### src/rtl/core/rspd_pkg.sv
// Shared types, byte codes and result codes for the serial-protocol packet deframer.
// No dependencies; imported by the deframer and its port checker.
package rspd_pkg;

    // Largest payload the design keeps per packet, whatever max_payload says.
    localparam int unsigned MaxPayload = 4096;

    localparam int unsigned CountWidth = 13;

    localparam logic [7:0] CHAR_DOLLAR = 8'h24;
    localparam logic [7:0] CHAR_HASH   = 8'h23;
    localparam logic [7:0] CHAR_INTR   = 8'h03;

    localparam logic [1:0] KIND_PAYLOAD = 2'd0;
    localparam logic [1:0] KIND_END     = 2'd1;
    localparam logic [1:0] KIND_INTR    = 2'd2;

    localparam logic [1:0] STATUS_GOOD     = 2'd0;
    localparam logic [1:0] STATUS_MISMATCH = 2'd1;
    localparam logic [1:0] STATUS_NOT_HEX  = 2'd2;
    localparam logic [1:0] STATUS_OVERFLOW = 2'd3;

    localparam logic [1:0] REPLY_NONE  = 2'd0;
    localparam logic [1:0] REPLY_PLUS  = 2'd1;
    localparam logic [1:0] REPLY_MINUS = 2'd2;
    localparam logic [1:0] REPLY_E00   = 2'd3;

    localparam logic [0:0] REG_ACK_OFF     = 1'b0;
    localparam logic [0:0] REG_MAX_PAYLOAD = 1'b1;

    typedef struct packed {
        logic [1:0]            kind;
        logic [7:0]            data;
        logic [1:0]            status;
        logic [CountWidth-1:0] length;
        logic [1:0]            reply;
    } result_t;

    // Bit 4 flags a valid hex digit, bits 3:0 hold its value.
    function automatic logic [4:0] hex_digit_decode(input logic [7:0] c);
        logic [4:0] nib;
        nib = 5'd0;
        if (c >= 8'h30 && c <= 8'h39) begin
            nib = {1'b1, 4'(c - 8'h30)};
        end else if (c >= 8'h61 && c <= 8'h66) begin
            nib = {1'b1, 4'(c - 8'h57)};
        end else if (c >= 8'h41 && c <= 8'h46) begin
            nib = {1'b1, 4'(c - 8'h37)};
        end
        return nib;
    endfunction

endpackage

### src/rtl/core/rsp_packet_deframer.sv
// A payload, end or interrupt word reaches m_ from the result register, via the skid
// register if that is stalled. Throughput: one byte per cycle, except while the skid
// register is occupied, the only time s_ready drops; frame state updates in the cycle of
// acceptance, and the one-entry skid register lets input continue while a result waits.
// Reset (aresetn low, synchronous): idle phase, empty result path, ack_off 0, max_payload 4096.
// Top level of the packet deframer; depends on rspd_pkg.
module rsp_packet_deframer (
    input  logic                          aclk,
    input  logic                          aresetn,
    // Received byte stream.
    input  logic                          s_valid,
    output logic                          s_ready,
    input  logic [7:0]                    s_rx_byte,
    // Results.
    output logic                          m_valid,
    input  logic                          m_ready,
    output logic [1:0]                    m_kind,
    output logic [7:0]                    m_data,
    output logic [1:0]                    m_status,
    output logic [rspd_pkg::CountWidth-1:0] m_length,
    output logic [1:0]                    m_reply,
    // Configuration port.
    input  logic                          psel,
    input  logic                          penable,
    input  logic                          pwrite,
    input  logic [2:0]                    paddr,
    input  logic [31:0]                   pwdata,
    output logic [31:0]                   prdata,
    output logic                          pready
);
    import rspd_pkg::*;

    // The four phases of a frame: hunting for the start byte, payload, and the
    // two checksum digits.
    typedef enum logic [1:0] {
        PH_IDLE,
        PH_DATA,
        PH_CK_HI,
        PH_CK_LO
    } phase_t;

    localparam logic [CountWidth-1:0] CapLimit = CountWidth'(MaxPayload);

    phase_t                phase_reg, phase_next;
    logic [CountWidth-1:0] kept_count_reg, kept_count_next;
    logic [7:0]            running_sum_reg, running_sum_next;
    logic                  overflowed_reg, overflowed_next;
    logic [7:0]            high_digit_reg, high_digit_next;

    logic                  ack_off_reg;
    logic [CountWidth-1:0] max_payload_reg;

    // Result register and the skid entry behind it.
    logic                  out_valid_reg;
    result_t               out_word_reg;
    logic                  skid_valid_reg;
    result_t               skid_word_reg;

    logic                  accept;
    logic                  emit;
    result_t               word;
    logic [CountWidth-1:0] capacity;
    logic [4:0]            nib_hi;
    logic [4:0]            nib_lo;
    logic                  cfg_write;

    assign accept    = s_valid && s_ready;
    assign cfg_write = psel && penable && pwrite;
    assign pready    = 1'b1;
    assign s_ready   = !skid_valid_reg;

    // A capacity of zero behaves as one; anything above the design limit is clipped.
    always_comb begin
        if (max_payload_reg == '0) begin
            capacity = CountWidth'(1);
        end else if (max_payload_reg > CapLimit) begin
            capacity = CapLimit;
        end else begin
            capacity = max_payload_reg;
        end
    end

    assign nib_hi = hex_digit_decode(high_digit_reg);
    assign nib_lo = hex_digit_decode(s_rx_byte);

    // Frame decoding for the byte on the input. State moves only when the byte is taken.
    always_comb begin
        phase_next       = phase_reg;
        kept_count_next  = kept_count_reg;
        running_sum_next = running_sum_reg;
        overflowed_next  = overflowed_reg;
        high_digit_next  = high_digit_reg;
        emit             = 1'b0;
        word             = '0;

        if (s_rx_byte == CHAR_INTR) begin
            // The interrupt byte aborts whatever frame is in progress.
            phase_next = PH_IDLE;
            emit       = 1'b1;
            word.kind  = KIND_INTR;
        end else begin
            unique case (phase_reg)
                PH_IDLE: begin
                    if (s_rx_byte == CHAR_DOLLAR) begin
                        phase_next       = PH_DATA;
                        kept_count_next  = '0;
                        running_sum_next = '0;
                        overflowed_next  = 1'b0;
                    end
                end
                PH_DATA: begin
                    if (s_rx_byte == CHAR_HASH) begin
                        phase_next = PH_CK_HI;
                    end else if (!overflowed_reg) begin
                        if (kept_count_reg < capacity) begin
                            kept_count_next  = kept_count_reg + 1'b1;
                            running_sum_next = running_sum_reg + s_rx_byte;
                            emit             = 1'b1;
                            word.kind        = KIND_PAYLOAD;
                            word.data        = s_rx_byte;
                        end else begin
                            // First byte that does not fit; the rest are dropped silently.
                            overflowed_next = 1'b1;
                        end
                    end
                end
                PH_CK_HI: begin
                    high_digit_next = s_rx_byte;
                    phase_next      = PH_CK_LO;
                end
                PH_CK_LO: begin
                    phase_next      = PH_IDLE;
                    overflowed_next = 1'b0;
                    emit            = 1'b1;
                    word.kind       = KIND_END;
                    word.length     = kept_count_reg;
                    if (overflowed_reg) begin
                        // An overflowed frame is always answered with an error packet.
                        word.status = STATUS_OVERFLOW;
                        word.reply  = REPLY_E00;
                    end else if (!nib_hi[4] || !nib_lo[4]) begin
                        word.status = STATUS_NOT_HEX;
                        word.reply  = ack_off_reg ? REPLY_NONE : REPLY_MINUS;
                    end else if ({nib_hi[3:0], nib_lo[3:0]} == running_sum_reg) begin
                        word.status = STATUS_GOOD;
                        word.reply  = ack_off_reg ? REPLY_NONE : REPLY_PLUS;
                    end else begin
                        word.status = STATUS_MISMATCH;
                        word.reply  = ack_off_reg ? REPLY_NONE : REPLY_MINUS;
                    end
                end
                default: begin
                    phase_next = PH_IDLE;
                end
            endcase
        end
    end

    always_ff @(posedge aclk) begin
        if (!aresetn) begin
            phase_reg       <= PH_IDLE;
            kept_count_reg  <= '0;
            running_sum_reg <= '0;
            overflowed_reg  <= 1'b0;
            high_digit_reg  <= '0;
            out_valid_reg   <= 1'b0;
            skid_valid_reg  <= 1'b0;
            ack_off_reg     <= 1'b0;
            max_payload_reg <= CountWidth'(4096);
        end else begin
            if (accept) begin
                phase_reg       <= phase_next;
                kept_count_reg  <= kept_count_next;
                running_sum_reg <= running_sum_next;
                overflowed_reg  <= overflowed_next;
                high_digit_reg  <= high_digit_next;
            end

            // Output side. The skid entry is only filled while the result register
            // is stalled, and it drains into the result register first.
            if (skid_valid_reg) begin
                if (m_ready) begin
                    out_word_reg   <= skid_word_reg;
                    skid_valid_reg <= 1'b0;
                end
            end else if (accept && emit) begin
                if (!out_valid_reg || m_ready) begin
                    out_valid_reg <= 1'b1;
                    out_word_reg  <= word;
                end else begin
                    skid_valid_reg <= 1'b1;
                    skid_word_reg  <= word;
                end
            end else if (m_ready) begin
                out_valid_reg <= 1'b0;
            end

            if (cfg_write) begin
                unique case (paddr[2])
                    REG_ACK_OFF:     ack_off_reg     <= pwdata[0];
                    REG_MAX_PAYLOAD: max_payload_reg <= pwdata[CountWidth-1:0];
                    default:         ack_off_reg     <= ack_off_reg;
                endcase
            end
        end
    end

    always_comb begin
        unique case (paddr[2])
            REG_ACK_OFF:     prdata = {31'd0, ack_off_reg};
            REG_MAX_PAYLOAD: prdata = {{(32 - CountWidth){1'b0}}, max_payload_reg};
            default:         prdata = '0;
        endcase
    end

    assign m_valid  = out_valid_reg;
    assign m_kind   = out_word_reg.kind;
    assign m_data   = out_word_reg.data;
    assign m_status = out_word_reg.status;
    assign m_length = out_word_reg.length;
    assign m_reply  = out_word_reg.reply;

endmodule

### config.mk
export PLATFORM = sky130hd
export DESIGN_NAME = rsp_packet_deframer
export DESIGN_NICKNAME = d
export VERILOG_FILES = /design/src/rtl/core/rspd_pkg.sv /design/src/rtl/core/rsp_packet_deframer.sv
export SDC_FILE = /design/constraint.sdc
export NUM_CORES = 1
export LEC_CHECK = 0
export ABC_CLOCK_PERIOD_IN_PS = 9600
export BUFFER_PORTS_ARGS = -buffer_cell sky130_fd_sc_hd__buf_2
export CAP_MARGIN = 10
export CORE_MARGIN = 1.5
export CORE_UTILIZATION = 30
export CTS_CLUSTER_SIZE = 14
export DETAILED_ROUTE_END_ITERATION = 10
export SLEW_MARGIN = 10
export SYNTH_ARGS = -nofsm -noshare
export SYNTH_HDL_FRONTEND = slang
export SYNTH_SLANG_ARGS = --single-unit
export TNS_END_PERCENT = 10
### constraint.sdc
create_clock -name aclk -period 9.6 [get_ports aclk]
set_input_delay 2.88 -clock aclk [delete_from_list [all_inputs] [get_ports aclk]]
set_output_delay 2.88 -clock aclk [all_outputs]
set_load 0.01 [all_outputs]
## Word-level counts from Yosys, hierarchy flattened

Cells that the tools add are included.

- Flip-flop bits (word level): 102
- Input bits: 50
- Output and inout port bits: 62
- Logic and storage cells: 152

- Add/sub/neg operators: 8
- Magnitude comparators: 14
- Eq/ne operators: 15
- Mux-type cells: 60
- Bitwise gates (word level): 4
- Reductions and logical operators: 32

Operator list:

| kind | count |
|---|---|
| $mux W27 | 4 |
| $mux W13 | 6 |
| $pmux W32 S2 | 1 |
| $mux W8 | 6 |
| $ge A8 B7 Y1 const B | 4 |
| $le A8 B7 Y1 const B | 4 |
| $mux W5 | 6 |
| $pmux W13 S2 | 1 |
| $mux W25 | 1 |
| $mux W10 | 2 |
| $mux W2 | 10 |
| $mux W1 | 17 |
| $mux W17 | 1 |
| $eq A8 B6 Y1 const B | 2 |
| $ge A8 B6 Y1 const B | 2 |
| $le A8 B6 Y1 const B | 2 |
| $pmux W8 S2 | 1 |
| $sub A4 B3 Y4 const B | 4 |
| $add A13 B1 Y13 const B | 1 |
| $gt A13 B13 Y1 const B | 1 |
| $logic_not A13 Y1 | 1 |
| $lt A13 B13 Y1 | 1 |
| $logic_and A1 B1 Y1 | 10 |
| $ne A2 B2 Y1 const B | 5 |
| 23 further kinds | 40 |

## Longest topological paths before layout

Gate-level depths: netlist (run 1).

- Word-level depth: 14
- Mapped depth: 13
- Mapped depth without buffers: 10

## Worst setup path before layout (run 1)

No wires, ideal clock.

- Path type: input -> register
- Start: input s_rx_byte[0]
- End: register skid_word_reg[0] in the netlist's numbering, enable pin
- Setup time: 445 ps
- Arrival: 5978 ps
- Setup slack: 3177 ps
- Stages on the path: 7
- Buffers on the path: 0
- Cells stage by stage: ha_1 -> nor2b_1 -> nand3_1 -> nand2_1 -> nor3_1 -> o311ai_0 -> nor3_1

- Cells in the longest elaborated chain, start to end: 6

RTL lines:

| item | line | RTL |
|---|---|---|
| from (decl) | rsp_packet_deframer.sv:13 | `input logic [7:0] s_rx_byte,` |
| $eq A8 B6 Y1 | rsp_packet_deframer.sv:112 | `if (s_rx_byte == CHAR_HASH) begin` |
| $mux W1 | rsp_packet_deframer.sv:112 |  |
| $pmux W1 S2 | rsp_packet_deframer.sv:102 | `unique case (phase_reg)` |
| $mux W1 (*) | rsp_packet_deframer.sv:96 | `if (s_rx_byte == CHAR_INTR) begin` |
| $logic_and A1 B1 Y1 (*) | rsp_packet_deframer.sv:186 | `end else if (accept && emit) begin` |
| $reduce_and A4 Y1 (no source line) (*) | - |  |
| to (signal assigned) | rsp_packet_deframer.sv:192 | `skid_word_reg <= word;` |
| to (decl) | rsp_packet_deframer.sv:57 | `result_t skid_word_reg;` |

Mark *: on every way between the ends. The rest lies on a longest branch, timed or not.
A chain may end at the register's enable or synchronous reset.

## Final worst setup path (run 1)

- Start: input paddr[2]
- End: output prdata[0]

- Cells in the longest elaborated chain, start to end: 2

RTL lines:

| item | line | RTL |
|---|---|---|
| from (decl) | rsp_packet_deframer.sv:26 | `input logic [2:0] paddr,` |
| $not A1 Y1 (no source line) | - |  |
| $pmux W32 S2 (*) | rsp_packet_deframer.sv:209 | `unique case (paddr[2])` |
| to (decl) | rsp_packet_deframer.sv:28 | `output logic [31:0] prdata,` |

Mark *: on every way between the ends. The rest lies on a longest branch, timed or not. The select of a mux whose other input is x is not followed.

==> impl_metrics.env, run 1 <==
export IMPL_min_delay_path_class="reg -> reg"
export IMPL_syn_to_final_growth_pct=14.04
export IMPL_num_io_pins=112
export IMPL_clk_transition_reported_paths_ps=70
export IMPL_hpwl_mm=9.175
export IMPL_multi_input_area_mm2=0.002826
export IMPL_synth_edff_count=54
export IMPL_worst_path_buf_inv=2
export IMPL_drive_above_1_share_pct=18.69
export IMPL_drtAntennaViolNets=0
export IMPL_p_leak_nw=2.564
export IMPL_end_kind="output pin"
export IMPL_via_count=4256
export IMPL_overflow=0
export IMPL_place_gp_congestion=0.8122
export IMPL_wl_per_cell_um=14.50
export IMPL_drc=0
export IMPL_grt_pass1_vias=3988
export IMPL_min_delay_start="high_digit_reg[5]"
export IMPL_grt_pass1_wl_mm=20.80
export IMPL_io_buffers=70
export IMPL_cts_buffers=9
export IMPL_drt_first_iter_violations=248
export IMPL_ctsLongestPathBuffers=2
export IMPL_fin_skew_ps=7.230
export IMPL_syn_inst=580
export IMPL_total_power_w=0.0008726
export IMPL_cp_slowest_stage_delay_ps=360
export IMPL_max_freq_ghz=0.1538
export IMPL_cts_tree="yes"
export IMPL_grtUsageTotal_pct=13.43
export IMPL_irDropWorstVdd_mv=0.08834
export IMPL_core_mm2=0.01864
export IMPL_largest_reg_flops=27
export IMPL_hold_viol=0
export IMPL_fin_area_mm2=0.006472
export IMPL_grt_max_degree=38
export IMPL_outcome="finished, final reports clean"
export IMPL_critPathMaxFanout=16
export IMPL_root_buffer="clkbuf_16"
export IMPL_cp_start_kind="primary input"
export IMPL_dp_cells=860
export IMPL_start_util_pct=30.44
export IMPL_relSlewSlack_pct=32.39
export IMPL_p_per_area_mw_per_mm2=134.8
export IMPL_syn_area_mm2=0.005675
export IMPL_critPathKind="in -> out"
export IMPL_die_w_um=140.5
export IMPL_first_pass_iters=4
export IMPL_final_common_cell="nand2_1"
export IMPL_crit_top_cell="buf_2"
export IMPL_ys_seq_area_share_pct=45.50
export IMPL_finalCritPeriodShare_pct=67.74
export IMPL_seqCellArea_mm2=0.002582
export IMPL_die_y_um=140.5
export IMPL_avgSynthCellArea_um2=9.785
export IMPL_cp_startpoint="paddr[2]"
export IMPL_clock_sinks=102
export IMPL_period_needed_ps=6503
export IMPL_ys_flop_type="edfxtp_1"
export IMPL_instances_no_fill=876
export IMPL_ctsHoldBuffers=0
export IMPL_crit_arrival_ps=3620
export IMPL_setup_tns_ps=0
export IMPL_wl_mm=12.71
export IMPL_antenna_cells=0
export IMPL_synth_seq_cells=102
export IMPL_synth_cell_type_count=63
export IMPL_finalSetupViolations=0
export IMPL_yosysWarningCount=0
export IMPL_required_ps=6720
export IMPL_cp_top_family="buffers and inverters"
export IMPL_placed_cell_area_mm2=0.006172
export IMPL_clk_latency_ps=350
export IMPL_async_flop_share_pct=0
export IMPL_drv_slew=0
export IMPL_layout_nets=720
export IMPL_nFillCells=1928
export IMPL_rows=50
export IMPL_antenna_found_initial=0
export IMPL_viasPerCell=4.858
export IMPL_crit_chain="buf_2 > mux2_2 > buf_2"
export IMPL_cts_setup_buffers=0
export IMPL_reg2reg_from="max_payload_reg[12]"
export IMPL_layout_common_cells="nand2_1, buf_2, edfxtp_1, dfxtp_1, nor2_1"
export IMPL_tightest_slew_ps=1006
export IMPL_die_area_mm2=0.01975
export IMPL_cap_violations=0
export IMPL_post_cts_resized=0
export IMPL_htreeDepth=3
export IMPL_rsz0062_at_grt="no"
export IMPL_cpMaxStageDelayCell="mux2_2"
==> Yosys cell counts (all sizes together), types with 21 or more instances <==
| cell type | count | area share [%] |
|---|---|---|
| buf | 26 | 3.2 |
| mux2 | 21 | 4.2 |
| a21oi | 24 | 2.1 |
| nor2 | 33 | 2.2 |
| dfxtp | 48 | 17 |
| nand2 | 73 | 4.8 |
| inv | 22 | 1.5 |
| clkbuf | 21 | 1.4 |
| edfxtp | 54 | 29 |
| ha | 32 | 7.1 |
| o21ai | 23 | 2.0 |
==> kinds of logic after synthesis <==
| group | after synthesis | synth area share (%) |
|---|---|---|
| xor gates and xnor gates | 13 | 2.006 |
| muxes | 27 | 5.225 |
| buffers and inverters | 69 | 6.040 |
| other | 2 | 0.1323 |
| AOI/OAI and AO/OA | 114 | 13.47 |
| and+or+nand+nor | 220 | 20.22 |
| DFF | 102 | 45.50 |
| adders and majority gates | 33 | 7.407 |
==> final timing paths <==
kind / endpoint / slack, ps / cells past startpoint
worst max register to register: skid_word_reg[10] / 5010 / 12
worst min-delay path: high_digit_reg[5] / 470 / 2
worst min register to register: high_digit_reg[5] / 470 / 2
worst max-delay path: prdata[0] / 3100 / 3
==> routing by layer <==
metal / global-route usage, % / part of all wire [%] / up-vias
met4: 3.728 / 1.4 / 0
met2: 20.09 / 43 / 112
met1: 19.12 / 51 / 1969
met5: 0 / 0 / -
li1: - / - / 2164
met3: 3.487 / 4.4 / 11
==> stage by stage <==
| step | worst slack, ps | utilization [%] | hold slack, ps |
|---|---|---|---|
| 3_5_place_dp | 3092 | 33.11 | 456.6 |
| 4_1_cts | 3090 | 34.72 | 466.5 |
| 3_3_place_gp | 3099 | 33.11 | 452.8 |
| 5_1_grt | 3054 | 34.72 | 497.7 |
| 2_1_floorplan | 3177 | - | 438.9 |
| 6_report | 3097 | 34.72 | 472.3 |
==> power by group <==
part | internal [W] | total (W) | switching [W] | leakage, nW
clock | 0.000206 | 0.000373 | 0.000167 | 0.146
combinational | 0.0000150 | 0.0000424 | 0.0000274 | 1.56
sequential | 0.000456 | 0.000457 | 0.00000161 | 0.861
total | 0.000677 | 0.000873 | 0.000196 | 2.56
==> worst min-delay path, stage by stage, from the launching register on <==
cell      delay, ps
dfxtp_1         310
nand2_1          50
a21boi_0         70
==> area by class of cell <==
| type | count | area share, % |
|---|---|---|
| Multi-Input combinational cell | 427 | 43.67 |
| Sequential cell | 102 | 39.90 |
| Timing Repair Buffer | 75 | 5.993 |
| Tap cell | 234 | 4.523 |
| Clock buffer | 11 | 3.596 |
| Inverter | 22 | 1.276 |
| Clock inverter | 5 | 1.044 |
Power figures use the tool's default switching activity.
==> run 2, diff against run 1 <==
--- a/config.mk
+++ b/config.mk
@@ -5,7 +5,7 @@
 export SDC_FILE = /design/constraint.sdc
 export NUM_CORES = 1
 export LEC_CHECK = 0
-export ABC_CLOCK_PERIOD_IN_PS = 9600
+export ABC_CLOCK_PERIOD_IN_PS = 6200
 export BUFFER_PORTS_ARGS = -buffer_cell sky130_fd_sc_hd__buf_2
 export CAP_MARGIN = 10
 export CORE_MARGIN = 1.5
==> constraint.sdc (replaced) <==
create_clock -name aclk -period 6.2 [get_ports aclk]
set_input_delay 1.86 -clock aclk [delete_from_list [all_inputs] [get_ports aclk]]
set_output_delay 1.86 -clock aclk [all_outputs]
set_load 0.01 [all_outputs]
==> run 2 against run 1 <==
Compared with the run above:
- combinational power grew 55%
- core utilization grew 0.060 points
- clock skew grew 4.2 ps
- count of clock-buffer cells in the layout shrank 2
- largest power group unchanged
==> impl_metrics.env, run 2 (synthesis gave the netlist of run 1 again) <==
export IMPL_outcome="finished, final reports clean"
export IMPL_cp_slowest_stage_delay_ps=710
export IMPL_syn_to_final_growth_pct=14.24
export IMPL_min_delay_path_class="reg -> reg"
export IMPL_ctsHoldBuffers=0
export IMPL_irDropWorstVdd_mv=0.1202
export IMPL_min_delay_start="high_digit_reg[5]"
export IMPL_grtUsageTotal_pct=13.13
export IMPL_total_power_w=0.001370
export IMPL_p_per_area_mw_per_mm2=211.3
export IMPL_max_freq_ghz=0.2237
export IMPL_io_buffers=70
export IMPL_p_leak_nw=2.560
export IMPL_layout_setup_ws_ps=1729
export IMPL_rr_worst_depth=12
export IMPL_start_util_pct=30.44
export IMPL_core_mm2=0.01864
export IMPL_htreeDepth=3
export IMPL_fin_skew_ps=11.40
export IMPL_largest_reg_flops=27
export IMPL_die_w_um=140.5
export IMPL_post_place_ws_ps=1326
export IMPL_drc=0
export IMPL_cts_setup_buffers=0
export IMPL_cpMaxStageDelayCell="nor3_1"
export IMPL_cp_start_kind="primary input"
export IMPL_post_cts_resized=0
export IMPL_required_ps=6240
export IMPL_cap_violations=0
export IMPL_ctsLongestPathBuffers=2
export IMPL_drv_slew=0
export IMPL_drive_above_1_share_pct=19.00
export IMPL_rows=50
export IMPL_fin_area_mm2=0.006484
export IMPL_layout_nets=721
export IMPL_r2r_end="skid_word_reg[14]"
export IMPL_min_path_cells=2
export IMPL_die_y_um=140.5
export IMPL_root_buffer="clkbuf_16"
export IMPL_via_count=4236
export IMPL_wl_per_cell_um=14.46
export IMPL_cp_top_family="simple AND/OR/NAND/NOR gates"
export IMPL_relSlewSlack_pct=38.55
export IMPL_final_util_pct=34.78
export IMPL_cts_buffers=9
export IMPL_setup_tns_ps=0
export IMPL_clock_sinks=102
export IMPL_clk_transition_reported_paths_ps=80
export IMPL_critPathKind="in -> reg"
export IMPL_cts_tree="yes"
export IMPL_period_needed_ps=4471
export IMPL_min_to="high_digit_reg[5]"
export IMPL_num_io_pins=112
export IMPL_clk_latency_ps=360
export IMPL_tightest_slew_ps=914.6
export IMPL_rsz0062_at_grt="no"
export IMPL_placed_cell_area_mm2=0.006180
export IMPL_die_area_mm2=0.01975
export IMPL_grt_pass1_vias=3799
export IMPL_end_kind="flip-flop"
export IMPL_worst_path_buf_inv=2
export IMPL_first_pass_iters=4
export IMPL_crit_arrival_ps=4510
export IMPL_viasPerCell=4.836
export IMPL_finalSetupViolations=0
export IMPL_hpwl_mm=9.177
export IMPL_critPathMaxFanout=21
export IMPL_rrSetupSlack_ps=1800
export IMPL_grt_pass1_wl_mm=20.39
export IMPL_reg2reg_from="max_payload_reg[12]"
export IMPL_crit_chain="buf_2 > ha_1 > nor2b_1 > nand3_1 > nand2_1 > nor3_1 > o311ai_0 > nor3_2 > buf_4"
export IMPL_place_gp_congestion=0.8017
export IMPL_layout_common_cells="nand2_1, buf_2, edfxtp_1, dfxtp_1, nor2_1"
export IMPL_hold_viol=0
export IMPL_drtAntennaViolNets=0
export IMPL_wl_mm=12.66
export IMPL_antenna_cells=0
export IMPL_overflow=0
export IMPL_finalCritPeriodShare_pct=72.12
export IMPL_drt_first_iter_violations=271
export IMPL_final_common_cell="nand2_1"
export IMPL_grt_max_degree=38
export IMPL_antenna_found_initial=0
==> run 2: cell count changes in the layout (fill, tap and decap cells not counted), sizes merged <==
| cell | previous run | this run |
|---|---|---|
| buf | 75 | 76 |
| clkbuf | 11 | 9 |
| inv | 24 | 25 |
==> run 2: worst max path at each step <==
stage,startpoint,to,cells past startpoint
after floorplan,s_rx_byte[0],skid_word_reg[0],7
after global placement,s_rx_byte[1],skid_word_reg[14],9
after detailed placement,s_rx_byte[1],skid_word_reg[14],9
after CTS,s_rx_byte[1],skid_word_reg[26],9
after global routing,max_payload_reg[12],skid_word_reg[26],12
final,s_rx_byte[1],skid_word_reg[14],9
==> run 2: layer usage <==
| layer | share of wire (%) | routed length [µm] | vias to the layer above | GRT usage (%) |
|---|---|---|---|---|
| li1 | - | - | 2167 | - |
| met1 | 52 | 6603 | 1946 | 19.35 |
| met2 | 41 | 5253 | 109 | 18.86 |
| met3 | 4.6 | 577 | 14 | 2.120 |
| met4 | 1.8 | 228 | 0 | 5.592 |
| met5 | 0 | 0 | - | 0 |
==> run 2: per-stage QoR <==
step / std cells / hold slack [ps]
5_1_grt: 876 / 510.0
3_3_place_gp: 861 / 460.1
2_1_floorplan: 598 / 438.9
4_1_cts: 876 / 480.3
3_5_place_dp: 861 / 470.6
6_report: 876 / 479.3
==> run 2: cell type report <==
class	instances	area, µm²
fill	1928	12160
multi-input combinational	427	2826
sequential	102	2582
timing repair buffer	76	395.4
tap	234	292.8
clock buffer	9	225.2
inverter	22	82.58
clock inverter	6	78.83
==> run 2: where the power goes <==
part	internal, W	leakage (nW)	total, W	switching (W)
clock network	0.000320	0.150	0.000596	0.000276
logic	0.0000237	1.57	0.0000657	0.0000420
registers	0.000705	0.843	0.000708	0.00000243
total	0.00105	2.56	0.00137	0.000321
==> run 2: tightest hold or removal path, delay by kind of cell, from the launching register on <==
kind,cells,cell delay [ps]
simple gates,1,50
compound gates,1,60
flops,1,320
==> run 3, diff against run 2 <==
--- a/config.mk
+++ b/config.mk
@@ -5,7 +5,7 @@
 export SDC_FILE = /design/constraint.sdc
 export NUM_CORES = 1
 export LEC_CHECK = 0
-export ABC_CLOCK_PERIOD_IN_PS = 6200
+export ABC_CLOCK_PERIOD_IN_PS = 4200
 export BUFFER_PORTS_ARGS = -buffer_cell sky130_fd_sc_hd__buf_2
 export CAP_MARGIN = 10
 export CORE_MARGIN = 1.5
==> constraint.sdc (replaced) <==
create_clock -name aclk -period 4.2 [get_ports aclk]
set_input_delay 1.26 -clock aclk [delete_from_list [all_inputs] [get_ports aclk]]
set_output_delay 1.26 -clock aclk [all_outputs]
set_load 0.01 [all_outputs]
==> run 3 against run 2 <==
Compared with the run above:
- cell count rose by 0.46%
- clock power grew 44%
- cell area up 0.64%
- global-route usage about the same
- register-to-register slack worse by 1200 ps
- sequential share of layout area decreased by 0.25 points
- largest cell class unchanged
- largest power group unchanged
==> impl_metrics.env, run 3 (synthesis gave the netlist of run 1 again) <==
export IMPL_die_area_mm2=0.01975
export IMPL_ctsLongestPathBuffers=2
export IMPL_rows=50
export IMPL_crit_top_cell="buf_4"
export IMPL_via_count=4322
export IMPL_p_per_area_mw_per_mm2=306.9
export IMPL_p_leak_nw=2.578
export IMPL_final_common_cell="nand2_1"
export IMPL_die_w_um=140.5
export IMPL_drt_first_iter_violations=215
export IMPL_nFillCells=1946
export IMPL_core_mm2=0.01864
export IMPL_post_cts_resized=0
export IMPL_layout_nets=724
export IMPL_post_place_ws_ps=362.8
export IMPL_required_ps=4250
export IMPL_relSlewSlack_pct=42.31
export IMPL_antenna_found_initial=0
export IMPL_htreeDepth=3
export IMPL_final_util_pct=35.00
export IMPL_period_needed_ps=3580
export IMPL_placed_cell_area_mm2=0.006221
export IMPL_max_freq_ghz=0.2793
export IMPL_wl_mm=12.76
export IMPL_grt_pass1_wl_mm=20.49
export IMPL_cp_top_family="compound AO/OA/AOI/OAI gates"
export IMPL_overflow=0
export IMPL_first_pass_iters=6
export IMPL_place_gp_congestion=0.7992
export IMPL_io_buffers=70
export IMPL_start_util_pct=30.44
export IMPL_clock_sinks=102
export IMPL_hpwl_mm=9.454
export IMPL_cts_buffers=9
export IMPL_syn_to_final_growth_pct=14.97
export IMPL_ctsHoldBuffers=0
export IMPL_grt_max_degree=29
export IMPL_clk_latency_ps=350
export IMPL_irDropWorstVdd_mv=0.1738
export IMPL_grt_pass1_vias=3921
export IMPL_cpMaxStageDelayCell="a2111oi_0"
export IMPL_drive_above_1_share_pct=19.35
export IMPL_outcome="finished, final reports clean"
export IMPL_setup_tns_ps=0
export IMPL_min_delay_path_class="reg -> reg"
export IMPL_worst_path_buf_inv=4
export IMPL_drv_slew=0
export IMPL_fin_skew_ps=10.42
export IMPL_die_y_um=140.5
export IMPL_crit_chain="inv_1 > nand2_1 > ha_1 > a21oi_1 > o21ai_1 > a2111oi_0 > a2111oi_2 > buf_4 > nor3_1 > buf_4 > o311ai_0 > nor3_4 > buf_12"
export IMPL_clk_transition_reported_paths_ps=70
export IMPL_fin_area_mm2=0.006525
export IMPL_cp_slowest_stage_delay_ps=500
export IMPL_layout_common_cells="nand2_1, buf_2, edfxtp_1, dfxtp_1, nor2_1"
export IMPL_hold_viol=0
export IMPL_num_io_pins=112
export IMPL_finalCritPeriodShare_pct=85.24
export IMPL_critPathMaxFanout=27
export IMPL_tightest_slew_ps=862.1
export IMPL_cp_start_kind="flip-flop"
export IMPL_grtUsageTotal_pct=13.11
export IMPL_crit_arrival_ps=3630
export IMPL_wl_per_cell_um=14.50
export IMPL_rsz0062_at_grt="no"
export IMPL_end_kind="flip-flop"
export IMPL_root_buffer="clkbuf_16"
export IMPL_cts_tree="yes"
export IMPL_viasPerCell=4.911
export IMPL_antenna_cells=0
export IMPL_largest_reg_flops=27
export IMPL_critPathKind="reg -> reg"
export IMPL_drtAntennaViolNets=0
export IMPL_finalSetupViolations=0
export IMPL_drc=0
export IMPL_cts_setup_buffers=0
export IMPL_layout_setup_ws_ps=620.0
export IMPL_cap_violations=0
[run 3: path summary, 6_finish.rpt]
kind,from,to,slack (ps),cells past startpoint
max,max_payload_reg[12],skid_word_reg[2],620,13
min,max_payload_reg[0],max_payload_reg[0],490,2
max reg2reg,max_payload_reg[12],skid_word_reg[2],620,13
min reg2reg,max_payload_reg[0],max_payload_reg[0],490,2
[run 3: routing by layer]
layer | track usage [%] | wire length (µm) | up-vias
li1 | - | - | 2181
met1 | 18.66 | 6487 | 2019
met2 | 20.06 | 5544 | 111
met3 | 2.462 | 575 | 11
met4 | 4.112 | 154 | 0
met5 | 0 | 0 | -
[run 3: layout make-up]
cell class	instances	area, µm²	share of cell area, %
timing repair buffer	79	430.4	6.596
sequential	102	2582	39.58
clock buffer	9	225.2	3.452
multi-input combinational	427	2833	43.41
clock inverter	7	78.83	1.208
tap	234	292.8	4.487
inverter	22	82.58	1.266
[run 3: per-stage QoR]
stage	cells	total power, W	hold slack [ps]
after floorplan	598	0.001140	438.9
after global placement	864	0.001164	451.0
after detailed placement	864	0.001166	478.9
after CTS	880	0.002028	488.2
after global routing	880	0.002071	512.8
final	880	0.002002	486.4
[run 3: tightest hold or removal path: stages (launching register included)]
cell and delay [ps]:
dfxtp_1 330, nand2_1 50, a21boi_0 60
[run 3: where the power goes]
part	leakage, nW	internal, W	switching (W)	total (W)
sequential	0.843	0.00104	0.00000360	0.00105
clock	0.151	0.000471	0.000389	0.000860
combinational	1.58	0.0000355	0.0000620	0.0000974
